$ cat src/hw/rtl/sbm_pkg.sv
// sbm_pkg: shared types and constants for the smoothed bar meter.
// Holds the controller/datapath command and status structs, field widths,
// fixed-point constants and register indexes. No dependencies.
package sbm_pkg;

    localparam int LVL_W      = 17;   // Q16 level, 0..65536
    localparam int TGT_W      = 18;   // signed input target
    localparam int BAR_IDX_W  = 5;
    localparam int HEIGHT_W   = 12;
    localparam int INTEN_W    = 8;
    localparam int CFG_IDX_W  = 2;
    localparam int CFG_DATA_W = 17;
    localparam int PROD_W     = 36;   // smoothing product, signed
    localparam int STEP_W     = 20;
    localparam int SQ_IN_W    = 33;   // level << 16
    localparam int SQ_W       = 34;
    localparam int ROOT_W     = 17;
    localparam int HPROD_W    = ROOT_W + HEIGHT_W;
    localparam int IPROD_W    = ROOT_W + INTEN_W;

    localparam logic [LVL_W-1:0] ONE_Q16 = 17'd65536;
    localparam logic [SQ_W-1:0]  SQ_TOP  = 34'h1_0000_0000;

    localparam logic [INTEN_W-1:0]  INTEN_BASE = 8'd100;
    localparam logic [INTEN_W-1:0]  INTEN_GAIN = 8'd155;
    localparam logic [INTEN_W-1:0]  INTEN_MAX  = 8'd255;
    localparam logic [HEIGHT_W-1:0] MIN_HEIGHT = 12'd2;

    localparam logic [LVL_W-1:0]    SMOOTH_RST = 17'd19661;
    localparam logic [LVL_W-1:0]    FLOOR_RST  = 17'd655;
    localparam logic [HEIGHT_W-1:0] MAXH_RST   = 12'd100;

    localparam logic KIND_LOAD = 1'b0;
    localparam logic KIND_TICK = 1'b1;

    localparam logic [CFG_IDX_W-1:0] CFG_SMOOTH = 2'd0;
    localparam logic [CFG_IDX_W-1:0] CFG_FLOOR  = 2'd1;
    localparam logic [CFG_IDX_W-1:0] CFG_MAXH   = 2'd2;

    typedef struct packed {
        logic load_tgt;
        logic clr_idx;
        logic inc_idx;
        logic rd_en;
        logic mul_en;
        logic upd_en;
        logic sq_start;
        logic scale_en;
        logic out_load;
    } sbm_cmd_t;

    typedef struct packed {
        logic sq_done;
        logic last_bar;
        logic out_free;
    } sbm_sts_t;

endpackage

$ cat src/hw/rtl/sbm_isqrt.sv
// sbm_isqrt: iterative integer square root, two operand bits per cycle.
// 17 steps per root, one-cycle done pulse after the last. Uses sbm_pkg.
module sbm_isqrt
    import sbm_pkg::*;
(
    input  logic               aclk,
    input  logic               aresetn,
    input  logic               start,
    input  logic [SQ_IN_W-1:0] operand,
    output logic               done,
    output logic [ROOT_W-1:0]  root
);

    logic            busy_reg;
    logic            done_reg;
    logic [SQ_W-1:0] v_reg;
    logic [SQ_W-1:0] res_reg;
    logic [SQ_W-1:0] bit_reg;
    logic [SQ_W-1:0] trial;
    logic [SQ_W-1:0] v_next;
    logic [SQ_W-1:0] res_next;

    always_comb begin
        trial = res_reg + bit_reg;
        if (v_reg >= trial) begin
            v_next   = v_reg - trial;
            res_next = (res_reg >> 1) + bit_reg;
        end else begin
            v_next   = v_reg;
            res_next = res_reg >> 1;
        end
    end

    always_ff @(posedge aclk) begin
        if (!aresetn) begin
            busy_reg <= 1'b0;
            done_reg <= 1'b0;
        end else begin
            done_reg <= 1'b0;
            if (start) begin
                busy_reg <= 1'b1;
            end else if (busy_reg && bit_reg[0]) begin
                busy_reg <= 1'b0;
                done_reg <= 1'b1;
            end
        end
    end

    always_ff @(posedge aclk) begin
        if (start) begin
            v_reg   <= SQ_W'(operand);
            res_reg <= '0;
            bit_reg <= SQ_TOP;
        end else if (busy_reg) begin
            v_reg   <= v_next;
            res_reg <= res_next;
            bit_reg <= bit_reg >> 2;
        end
    end

    assign done = done_reg;
    assign root = res_reg[ROOT_W-1:0];

endmodule

$ cat src/hw/rtl/sbm_ctrl.sv
// sbm_ctrl: sequencer for the bar meter. Takes input items and steps the
// datapath through read, smooth, root, scale and emit per bar. Uses sbm_pkg.
module sbm_ctrl
    import sbm_pkg::*;
(
    input  logic     aclk,
    input  logic     aresetn,
    input  logic     s_valid,
    input  logic     s_kind,
    output logic     s_ready,
    input  sbm_sts_t sts,
    output sbm_cmd_t cmd
);

    localparam logic [2:0] ST_IDLE  = 3'd0;
    localparam logic [2:0] ST_READ  = 3'd1;
    localparam logic [2:0] ST_MUL   = 3'd2;
    localparam logic [2:0] ST_UPD   = 3'd3;
    localparam logic [2:0] ST_SQS   = 3'd4;
    localparam logic [2:0] ST_SQW   = 3'd5;
    localparam logic [2:0] ST_SCALE = 3'd6;
    localparam logic [2:0] ST_EMIT  = 3'd7;

    logic [2:0] state_reg;
    logic [2:0] state_next;

    assign s_ready = (state_reg == ST_IDLE);

    always_comb begin
        cmd        = '0;
        state_next = state_reg;
        unique case (state_reg)
            ST_IDLE: begin
                if (s_valid) begin
                    if (s_kind == KIND_TICK) begin
                        cmd.clr_idx = 1'b1;
                        state_next  = ST_READ;
                    end else begin
                        cmd.load_tgt = 1'b1;
                    end
                end
            end
            ST_READ: begin
                cmd.rd_en  = 1'b1;
                state_next = ST_MUL;
            end
            ST_MUL: begin
                cmd.mul_en = 1'b1;
                state_next = ST_UPD;
            end
            ST_UPD: begin
                cmd.upd_en = 1'b1;
                state_next = ST_SQS;
            end
            ST_SQS: begin
                cmd.sq_start = 1'b1;
                state_next   = ST_SQW;
            end
            ST_SQW: begin
                if (sts.sq_done) begin
                    state_next = ST_SCALE;
                end
            end
            ST_SCALE: begin
                cmd.scale_en = 1'b1;
                state_next   = ST_EMIT;
            end
            ST_EMIT: begin
                // hold until the output register is free
                if (sts.out_free) begin
                    cmd.out_load = 1'b1;
                    if (sts.last_bar) begin
                        state_next = ST_IDLE;
                    end else begin
                        cmd.inc_idx = 1'b1;
                        state_next  = ST_READ;
                    end
                end
            end
            default: begin
                state_next = ST_IDLE;
            end
        endcase
    end

    always_ff @(posedge aclk) begin
        if (!aresetn) begin
            state_reg <= ST_IDLE;
        end else begin
            state_reg <= state_next;
        end
    end

endmodule

$ cat src/hw/rtl/sbm_datapath.sv
// sbm_datapath: config registers, target/level memories, smoothing multiply,
// root unit, output scaling and result register. Uses sbm_pkg, sbm_isqrt.
module sbm_datapath
    import sbm_pkg::*;
#(
    parameter int NUM_BARS = 32
) (
    input  logic                   aclk,
    input  logic                   aresetn,
    input  sbm_cmd_t               cmd,
    output sbm_sts_t               sts,
    input  logic                   cfg_wr_en,
    input  logic [CFG_IDX_W-1:0]   cfg_index,
    input  logic [CFG_DATA_W-1:0]  cfg_wdata,
    input  logic [BAR_IDX_W-1:0]   s_bar_index,
    input  logic signed [TGT_W-1:0] s_target_value,
    input  logic                   m_ready,
    output logic                   m_valid,
    output logic [BAR_IDX_W-1:0]   m_bar_number,
    output logic [HEIGHT_W-1:0]    m_bar_height,
    output logic [INTEN_W-1:0]     m_intensity,
    output logic                   m_last
);

    localparam int IDX_W = $clog2(NUM_BARS);
    localparam int EXT_W = IDX_W + BAR_IDX_W;

    // configuration
    logic [LVL_W-1:0]    smooth_reg;
    logic [LVL_W-1:0]    floor_reg;
    logic [HEIGHT_W-1:0] maxh_reg;

    always_ff @(posedge aclk) begin
        if (!aresetn) begin
            smooth_reg <= SMOOTH_RST;
            floor_reg  <= FLOOR_RST;
            maxh_reg   <= MAXH_RST;
        end else if (cfg_wr_en) begin
            unique case (cfg_index)
                CFG_SMOOTH: smooth_reg <= cfg_wdata[LVL_W-1:0];
                CFG_FLOOR:  floor_reg  <= cfg_wdata[LVL_W-1:0];
                CFG_MAXH:   maxh_reg   <= cfg_wdata[HEIGHT_W-1:0];
                default: ;
            endcase
        end
    end

    // target load with clamp to 0..1.0
    logic [LVL_W-1:0] load_lvl;
    logic [EXT_W-1:0] load_ext;
    logic             load_in_range;
    logic [IDX_W-1:0] load_addr;

    always_comb begin
        if (s_target_value[TGT_W-1]) begin
            load_lvl = '0;
        end else if (s_target_value[LVL_W-1:0] > ONE_Q16) begin
            load_lvl = ONE_Q16;
        end else begin
            load_lvl = s_target_value[LVL_W-1:0];
        end
    end

    assign load_ext      = EXT_W'(s_bar_index);
    assign load_in_range = (load_ext < EXT_W'(NUM_BARS));
    assign load_addr     = load_ext[IDX_W-1:0];

    // bar counter
    logic [IDX_W-1:0] idx_reg;
    logic [EXT_W-1:0] idx_ext;

    always_ff @(posedge aclk) begin
        if (!aresetn) begin
            idx_reg <= '0;
        end else if (cmd.clr_idx) begin
            idx_reg <= '0;
        end else if (cmd.inc_idx) begin
            idx_reg <= idx_reg + IDX_W'(1);
        end
    end

    assign idx_ext = EXT_W'(idx_reg);

    // level stores; an entry never written reads as zero
    logic [LVL_W-1:0]    tgt_mem [NUM_BARS];
    logic [LVL_W-1:0]    cur_mem [NUM_BARS];
    logic [NUM_BARS-1:0] tgt_vld_reg;
    logic [NUM_BARS-1:0] cur_vld_reg;
    logic [LVL_W-1:0]    tgt_rd_reg;
    logic [LVL_W-1:0]    cur_rd_reg;
    logic                tgt_rd_vld_reg;
    logic                cur_rd_vld_reg;
    logic [LVL_W-1:0]    tgt_eff;
    logic [LVL_W-1:0]    cur_eff;
    logic [LVL_W-1:0]    new_lvl;

    always_ff @(posedge aclk) begin
        if (cmd.load_tgt && load_in_range) begin
            tgt_mem[load_addr] <= load_lvl;
        end
        if (cmd.upd_en) begin
            cur_mem[idx_reg] <= new_lvl;
        end
        if (cmd.rd_en) begin
            tgt_rd_reg     <= tgt_mem[idx_reg];
            cur_rd_reg     <= cur_mem[idx_reg];
            tgt_rd_vld_reg <= tgt_vld_reg[idx_reg];
            cur_rd_vld_reg <= cur_vld_reg[idx_reg];
        end
    end

    always_ff @(posedge aclk) begin
        if (!aresetn) begin
            tgt_vld_reg <= '0;
            cur_vld_reg <= '0;
        end else begin
            if (cmd.load_tgt && load_in_range) begin
                tgt_vld_reg[load_addr] <= 1'b1;
            end
            if (cmd.upd_en) begin
                cur_vld_reg[idx_reg] <= 1'b1;
            end
        end
    end

    assign tgt_eff = tgt_rd_vld_reg ? tgt_rd_reg : '0;
    assign cur_eff = cur_rd_vld_reg ? cur_rd_reg : '0;

    // smoothing: step = floor(factor * (target - current) / 65536)
    logic signed [TGT_W-1:0]  diff;
    logic signed [PROD_W-1:0] prod_reg;
    logic signed [STEP_W-1:0] step;
    logic signed [STEP_W-1:0] nv;
    logic [LVL_W-1:0]         sat_lvl;
    logic [LVL_W-1:0]         lvl_reg;

    assign diff = $signed({1'b0, tgt_eff}) - $signed({1'b0, cur_eff});

    always_ff @(posedge aclk) begin
        if (cmd.mul_en) begin
            prod_reg <= PROD_W'($signed({1'b0, smooth_reg})) * PROD_W'(diff);
        end
    end

    // arithmetic shift gives the floor toward minus infinity
    assign step = prod_reg[PROD_W-1-:STEP_W];
    assign nv   = $signed({{(STEP_W-LVL_W){1'b0}}, cur_eff}) + step;

    always_comb begin
        if (nv[STEP_W-1]) begin
            sat_lvl = '0;
        end else if (nv[STEP_W-2:0] > (STEP_W-1)'(ONE_Q16)) begin
            sat_lvl = ONE_Q16;
        end else begin
            sat_lvl = nv[LVL_W-1:0];
        end
        new_lvl = (sat_lvl < floor_reg) ? '0 : sat_lvl;
    end

    always_ff @(posedge aclk) begin
        if (cmd.upd_en) begin
            lvl_reg <= new_lvl;
        end
    end

    // square root of level in Q16
    logic              sq_done;
    logic [ROOT_W-1:0] root;

    sbm_isqrt u_isqrt (
        .aclk    (aclk),
        .aresetn (aresetn),
        .start   (cmd.sq_start),
        .operand ({lvl_reg, 16'd0}),
        .done    (sq_done),
        .root    (root)
    );

    // output scaling
    logic [HPROD_W-1:0]  hprod_reg;
    logic [IPROD_W-1:0]  iprod_reg;
    logic [HEIGHT_W:0]   h_raw;
    logic [INTEN_W+1:0]  inten_sum;
    logic [HEIGHT_W-1:0] height;
    logic [INTEN_W-1:0]  inten;

    always_ff @(posedge aclk) begin
        if (cmd.scale_en) begin
            hprod_reg <= HPROD_W'(root) * HPROD_W'(maxh_reg);
            iprod_reg <= IPROD_W'(root) * IPROD_W'(INTEN_GAIN);
        end
    end

    assign h_raw     = hprod_reg[HPROD_W-1:16];
    assign inten_sum = (INTEN_W+2)'(INTEN_BASE) + (INTEN_W+2)'(iprod_reg[IPROD_W-1:16]);

    always_comb begin
        height = (h_raw < (HEIGHT_W+1)'(MIN_HEIGHT)) ? MIN_HEIGHT : h_raw[HEIGHT_W-1:0];
        inten  = (inten_sum > (INTEN_W+2)'(INTEN_MAX)) ? INTEN_MAX : inten_sum[INTEN_W-1:0];
    end

    // result register
    logic                 m_valid_reg;
    logic [BAR_IDX_W-1:0] m_bar_number_reg;
    logic [HEIGHT_W-1:0]  m_bar_height_reg;
    logic [INTEN_W-1:0]   m_intensity_reg;
    logic                 m_last_reg;
    logic                 last_bar;

    assign last_bar = (idx_reg == IDX_W'(NUM_BARS - 1));

    always_ff @(posedge aclk) begin
        if (!aresetn) begin
            m_valid_reg <= 1'b0;
        end else if (cmd.out_load) begin
            m_valid_reg <= 1'b1;
        end else if (m_ready) begin
            m_valid_reg <= 1'b0;
        end
    end

    always_ff @(posedge aclk) begin
        if (cmd.out_load) begin
            m_bar_number_reg <= idx_ext[BAR_IDX_W-1:0];
            m_bar_height_reg <= height;
            m_intensity_reg  <= inten;
            m_last_reg       <= last_bar;
        end
    end

    assign m_valid      = m_valid_reg;
    assign m_bar_number = m_bar_number_reg;
    assign m_bar_height = m_bar_height_reg;
    assign m_intensity  = m_intensity_reg;
    assign m_last       = m_last_reg;

    assign sts.sq_done  = sq_done;
    assign sts.last_bar = last_bar;
    assign sts.out_free = !m_valid_reg || m_ready;

endmodule

$ cat src/hw/rtl/smoothed_bar_meter.sv
// smoothed_bar_meter: smoothed bar meter with one Q16 level per bar.
// Input channel s_*: kind 0 loads one bar target (clamped to 0..1.0), kind 1
// is a display tick. A load gives no result and leaves s_ready high.
// A tick moves every level toward its target, snaps small levels to zero and
// emits one item per bar on m_*, in bar order, with m_last on the final bar.
// Each bar goes through memory read, smoothing multiply, update, then the
// 17-step square root unit, which dominates, followed by scaling and the output
// register. s_ready is low while a tick runs and returns high once the last
// bar sits in the output register.
// If the receiver stalls, the sequencer holds each bar until the output
// register frees up; no item is dropped.
// Config (cfg_wr_en/cfg_index/cfg_wdata) must be written only while idle; the block does not enforce this.
// Reset (aresetn low, synchronous) restores config defaults and makes every
// target and level read as zero at once through per-entry valid bits.
// Depends on sbm_pkg, sbm_ctrl, sbm_datapath, sbm_isqrt.
module smoothed_bar_meter
    import sbm_pkg::*;
#(
    parameter int NUM_BARS = 32
) (
    input  logic                    aclk,
    input  logic                    aresetn,
    input  logic                    cfg_wr_en,
    input  logic [CFG_IDX_W-1:0]    cfg_index,
    input  logic [CFG_DATA_W-1:0]   cfg_wdata,
    input  logic                    s_valid,
    output logic                    s_ready,
    input  logic                    s_kind,
    input  logic [BAR_IDX_W-1:0]    s_bar_index,
    input  logic signed [TGT_W-1:0] s_target_value,
    output logic                    m_valid,
    input  logic                    m_ready,
    output logic [BAR_IDX_W-1:0]    m_bar_number,
    output logic [HEIGHT_W-1:0]     m_bar_height,
    output logic [INTEN_W-1:0]      m_intensity,
    output logic                    m_last
);

    sbm_cmd_t cmd;
    sbm_sts_t sts;

    sbm_ctrl u_ctrl (
        .aclk    (aclk),
        .aresetn (aresetn),
        .s_valid (s_valid),
        .s_kind  (s_kind),
        .s_ready (s_ready),
        .sts     (sts),
        .cmd     (cmd)
    );

    sbm_datapath #(
        .NUM_BARS (NUM_BARS)
    ) u_datapath (
        .aclk           (aclk),
        .aresetn        (aresetn),
        .cmd            (cmd),
        .sts            (sts),
        .cfg_wr_en      (cfg_wr_en),
        .cfg_index      (cfg_index),
        .cfg_wdata      (cfg_wdata),
        .s_bar_index    (s_bar_index),
        .s_target_value (s_target_value),
        .m_ready        (m_ready),
        .m_valid        (m_valid),
        .m_bar_number   (m_bar_number),
        .m_bar_height   (m_bar_height),
        .m_intensity    (m_intensity),
        .m_last         (m_last)
    );

endmodule

$ cat config.mk
export PLATFORM = sky130hd
export DESIGN_NAME = smoothed_bar_meter
export DESIGN_NICKNAME = d
export VERILOG_FILES = /design/src/hw/rtl/sbm_pkg.sv /design/src/hw/rtl/sbm_isqrt.sv /design/src/hw/rtl/sbm_ctrl.sv /design/src/hw/rtl/sbm_datapath.sv /design/src/hw/rtl/smoothed_bar_meter.sv
export SDC_FILE = /design/constraint.sdc
export NUM_CORES = 2
export LEC_CHECK = 0
export BUFFER_PORTS_ARGS = -buffer_cell sky130_fd_sc_hd__buf_4
export CORE_MARGIN = 5
export CORE_UTILIZATION = 58
export CTS_CLUSTER_SIZE = 28
export DETAILED_ROUTE_END_ITERATION = 6
export PLACE_DENSITY_LB_ADDON = 0.2
export SYNTH_ARGS = -nofsm -noshare
export SYNTH_HDL_FRONTEND = slang
export SYNTH_SLANG_ARGS = --single-unit
$ cat constraint.sdc
create_clock -name aclk -period 8.5 [get_ports aclk]
set_clock_uncertainty 0.05 [all_clocks]
set_input_delay 0.85 -clock aclk [delete_from_list [all_inputs] [get_ports aclk]]
set_output_delay 0.85 -clock aclk [all_outputs]
set_load 0.005 [all_outputs]
# == Yosys cells after proc, flatten, opt, wreduce, memory -nomap -nowiden ==
# Memory sizes are Yosys's and may differ from the RTL's. A register that Yosys moved wholly into a read port is not among the register bits.
# Cells that the tools add are included.
# word_totals
reg_bits,341
mem_bits_rw,1088
inputBits,48
output_inout_bits,28
word_cells,132
memories,2
# mem_list
name,words,word_bits,rd,rd_ports_with_merged_regs,wr,line_no,text
u_datapath.cur_mem,32,17,1,1,1,sbm_datapath.sv:86,logic [LVL_W-1:0] cur_mem [NUM_BARS];
u_datapath.tgt_mem,32,17,1,1,1,sbm_datapath.sv:85,logic [LVL_W-1:0] tgt_mem [NUM_BARS];
# classes
addsub,7
multipliers,3
order_cmp,11
eq_ne,14
n_mux,48
n_bitwise,3
reduce_logical,20
# ops
cell,n
17-bit 2-to-1 mux,7
33-bit 2-to-1 mux,3
32-bit bitwise OR,2
18-bit by 18-bit multiplier with 36-bit output,1
33-bit by 33-bit adder with 34-bit output,1
34-bit by 33-bit adder with 34-bit output,1
34-bit >= comparator,1
34-bit 2-to-1 mux,1
34-bit subtractor,1
17-bit by 12-bit multiplier with 29-bit output,1
1-bit 2-to-1 mux,26
17-bit by 8-bit multiplier with 25-bit output (second input constant),1
3-bit case mux with 8 select lines,1
18-bit by 20-bit adder with 20-bit output,1
19-bit by 17-bit > comparator with 1-bit output (second input constant),1
5-bit by 6-bit less-than comparator with 1-bit output (second input constant),3
17-bit by 17-bit subtractor with 18-bit output,1
17-bit > comparator (second input constant),1
17-bit less-than comparator,1
13-bit by 2-bit less-than comparator with 1-bit output (second input constant),1
3-bit == test (second input constant),4
3-bit 2-to-1 mux,4
7-bit by 9-bit adder with 10-bit output (first input constant),1
1-bit binary-select mux with 5-bit select,2
22 further kinds,39

# == Logic depth before layout (Yosys ltp) ==
# depth
depth_word,7
ltp_mapped,37
depth_no_buf,34

# == Modules after synthesis ==
# A second synthesis with hierarchy kept.
# hier_totals
hier_cells,5727
hier_area_um2,77712.0
# by_module_without_submodules
mod,instances,cells_per_inst,area_each_um2,seq_area_each_um2
sbm_datapath,1,4750,69723.1,38627.0
sbm_isqrt,1,945,7717.4,2072.0
sbm_ctrl,1,32,271.5,60.1

# == Least setup slack after synthesis ==
# No wires, ideal clock.
# synth_timing
kind,reg2reg
from,reg u_datapath.cur_rd_vld_reg
to,"reg u_datapath.prod_reg[32], data pin"
setup_time_ns,0.135
arrival_ns,8.188
required_ns,8.315
slack_ns,0.127
path_stages_with_launch,34
path_buffers,3
period_less_slack_ns,8.373
path_cell_list,edfxtp_1 > clkbuf_1 > clkbuf_1 > nand2_1 > fa_1 > a21o_1 > a21oi_1 > o21bai_1 > a2111o_1 > a31oi_1 > xnor2_1 > clkbuf_1 > nand2_1 > fa_1 > inv_1 > fa_1 > inv_1 > fa_1 > inv_1 > fa_1 > fa_1 > inv_1 > fa_1 > inv_1 > ha_1 > a21o_1 > a21o_1 > a21oi_1 > nand2b_1 > o21ai_0 > a21oi_1 > a41oi_1 > or4_1 > nand3_1
# synth_between
elab_chain_cells,3
# synth_lines
element,line_no,text
start: declaration,sbm_datapath.sv:92,logic cur_rd_vld_reg;
start signal: assignment,sbm_datapath.sv:108,cur_rd_vld_reg <= cur_vld_reg[idx_reg];
17-bit 2-to-1 mux,sbm_datapath.sv:127,assign cur_eff = cur_rd_vld_reg ? cur_rd_reg : '0;
17-bit by 17-bit subtractor with 18-bit output,sbm_datapath.sv:137,"assign diff = $signed({1'b0, tgt_eff}) - $signed({1'b0, cur_eff});"
18-bit by 18-bit multiplier with 36-bit output,sbm_datapath.sv:141,"prod_reg <= PROD_W'($signed({1'b0, smooth_reg})) * PROD_W'(diff);"
end signal: assignment,sbm_datapath.sv:141,
end: declaration,sbm_datapath.sv:131,logic signed [PROD_W-1:0] prod_reg;
# Every way passes these cells.
# A chain may end at the register's enable or synchronous reset.

# == Worst setup path after layout ==
# layout_timing
from,reg u_datapath.cur_rd_vld_reg
to,"reg u_datapath.prod_reg[28], data pin"
# The elaborated chain is that of the path after synthesis.

==> summary.md <==
| Metric | Value |
|---|---|
| Endpoints failing hold | `0` |
| Period utilization | `96.1%` |
| # nets final | `6,620` |
| Iteration-0 DRC Markers | `4,649` |
| Max clock buf depth | `3` |
| Syn Nets | `6,514` |
| Worst-path maximum fanout | `6` |
| Die width | `374 um` |
| Post-Syn Area | `76,800 sq um` |
| Detailed Place HPWL | `121,000 um` |
| Clock sinks | `1,415` |
| H-tree depth | `4` |
| Initial antenna violation count | `8` |
| DR vias | `46.3k` |
| Least-Margin Pin Slew | `1.37 ns` |
| Async SR Flop Fraction | `0%` |
| Area share of the largest cell type after synthesis | `48.0%` |
| Fin util | `64.8%` |
| Inst Count DP | `7,368` |
| Maximum vdd drop | `1.05 mV` |
| Port Buffers | `75` |
| Starting Density | `58.4%` |
| CP required | `8.96 ns` |
| P_leak | `31.7 nW` |
| Fin cells | `7,644` |
| Drt via density | `6.05` |
| Vias in the first global route | `47.5k` |
| Pin count of the biggest net entering global routing | `122` |
| Final setup fails | `0` |
| Worst R2R End | `u_datapath.prod_reg[28]$_DFFE_PP_` |
| CTS tree | `done` |
| # IOs | `76` |
| R2R setup slack | `0.33 ns` |
| TritonRoute pass-1 iters | `5` |
| Post-route setup slack | `0.333 ns` |
| Share of post-route cells with drive strength above 1 | `15.5%` |
| CP max stage cell | `fa_1` |
| # rows | `133` |
| Antenna viol nets, final | `0` |
| Routed wire length per instance | `24.1 um` |
| Power Dens Cells | `362 nW/um^2` |
| GRT Resource Usage Total | `26.6%` |
| Hold path depth | `3` |
| First-pass GRT wire length | `284,000 um` |
| Area growth syn-to-layout | `11.0%` |
| Biggest area consumer among synthesized cells | `edfxtp_1` |
| Synth area leaders | `edfxtp_1, fa_1, mux4_2` |
| Status | `complete, no violations` |
| CP Data Arrival Time | `8.63 ns` |
| Top_reg_cell synth | `edfxtp_1` |
| Setup WS pre-CTS | `-0.126 ns` |
| Hold Path End | `u_datapath.smooth_reg[2]$_SDFFE_PN1P_` |
| MaxCap Viol Count | `0` |
| Clk root buf | `clkbuf_16` |
| Residual DRC | `0` |
| CTS clk-pin slew, worst paths | `0.06 ns` |
| Die height | `374 um` |
| Worst Setup End Kind | `flip-flop` |
| Cell mode on critical path | `fa_1` |
| Yosys cell types | `86` |
| Post-CTS Hold Buffers | `0` |
| Reg2reg start | `u_datapath.cur_rd_vld_reg$_DFFE_PP_` |
| Max_slew headroom | `8.84%` |
| Hold wc startpoint | `cfg_wdata[2]` |
| Num CTS Buffers | `145` |
| Commonest non-fill, non-tap cell in the layout | `edfxtp_1` |
| Min-Delay Path Class | `in -> reg` |
| Detailed Route WL | `184,000 um` |
| Final Critical Period | `8.17 ns` |
| TNS Setup | `0 ns` |
| Fmax | `122 MHz` |
| Die area | `140,000 sq um` |
| Max incr delay on CP | `0.53 ns` |
| Post-synth EDFFs | `1,226` |
| Total power draw | `0.0309 W` |
| Crit start category | `flip-flop` |
| Synth warn | `0` |
| Pins Over Slew Limit | `0` |
| Remaining Overflow, GRT | `0` |
| Clock insertion delay at the later pin of the skew report | `0.80 ns` |
| Number of synthesized register bits | `1,415` |
| Seq/Total Area, Yosys | `52.9%` |
| Core Region | `131,000 sq um` |
| Synth Area per Inst | `13.6 sq um` |
| Synthesized instance count | `5,657` |
| Commonest cells after routing, fill and taps aside | `edfxtp_1, inv_1, nand2_1` |
| Path depth of the worst reg2reg path | `31` |
| RePlAce Congestion | `0.870` |
| Largest regs | `u_datapath.cur_mem: 544 flops, u_datapath.tgt_mem: 544 flops` |
| Crit Path Class | `reg -> reg` |
==> where the power goes <==
group	internal (W)	switching, W
clock network	0.00390	0.00276
logic	0.00652	0.00920
registers	0.00823	0.000237
total	0.0187	0.0122
==> worst max-delay path, delay by kind of cell (launching register included) <==
kind | cells | cell delay (ns)
compound gates | 12 | 2.31
xor+xnor | 2 | 0.28
fa+ha+maj | 9 | 3.90
buf+inv | 4 | 0.32
flops | 1 | 0.36
simple gates | 4 | 0.68
==> per-stage QoR <==
stage | area, sq um | hold WS, ns
final | 85200 | 0.283
after global routing | 85200 | 0.256
after CTS | 85100 | 0.226
after detailed placement | 79900 | 0.398
after global placement | 79900 | 0.390
after floorplan | 76800 | 0.356
==> cells in the mapped netlist, types with 39 or more instances <==
cell	n
o21a_1	84
nor2_1	230
a22oi_1	144
clkbuf_1	229
fa_1	431
mux4_2	288
a21boi_0	39
nand2_1	587
a21oi_1	145
dfxtp_1	189
ha_1	378
o21ai_0	109
nand3_1	58
a21o_1	59
xor2_1	62
nand4_1	63
buf_1	39
inv_1	610
and2_1	194
edfxtp_1	1226
xnor2_1	87
==> layout make-up <==
type,count,area (sq um)
Antenna cell,3,7.51
Clock buffer,198,4100
Clock inverter,72,1020
Fill cell,9488,46200
Inverter,610,2290
Multi-Input combinational cell,3351,33200
Sequential cell,1415,40600
Tap cell,1755,2200
Timing Repair Buffer,240,1840
==> layer usage <==
| metal | vias to the layer above | global-route usage [%] | wire [um] |
|---|---|---|---|
| met1 | 23600 | 36.3 | 74200 |
| met5 | - | 0 | 26 |
| met3 | 318 | 6.39 | 16500 |
| met4 | 4 | 8.19 | 5510 |
| li1 | 20500 | - | - |
| met2 | 1889 | 43.1 | 87800 |
==> logic make-up after synthesis <==
group           synth area share (%)
compound gates                  6.70
xor+xnor                        1.72
fa+ha+maj                       17.4
buf+inv                         4.41
flops                           52.9
mux                             8.78
simple gates                    8.10
==> how the worst max path moves through the flow <==
stage / cells past startpoint / end / from
3_5_place_dp: 30 / u_datapath.prod_reg[28]$_DFFE_PP_ / u_datapath.tgt_rd_vld_reg$_DFFE_PP_
6_report: 31 / u_datapath.prod_reg[28]$_DFFE_PP_ / u_datapath.cur_rd_vld_reg$_DFFE_PP_
2_1_floorplan: 33 / u_datapath.prod_reg[32]$_DFFE_PP_ / u_datapath.cur_rd_vld_reg$_DFFE_PP_
3_3_place_gp: 33 / u_datapath.prod_reg[32]$_DFFE_PP_ / u_datapath.cur_rd_vld_reg$_DFFE_PP_
4_1_cts: 33 / u_datapath.prod_reg[32]$_DFFE_PP_ / u_datapath.cur_rd_vld_reg$_DFFE_PP_
5_1_grt: 35 / u_datapath.prod_reg[28]$_DFFE_PP_ / u_datapath.cur_rd_vld_reg$_DFFE_PP_
==> timing repair <==
action / in CTS / in global routing
pin swaps: 0 / 8
resized for setup: 4 / 22
buffers inserted: 0 / 3
setup endpoints to repair: 6 / 12
Power figures use the tool's default switching activity.
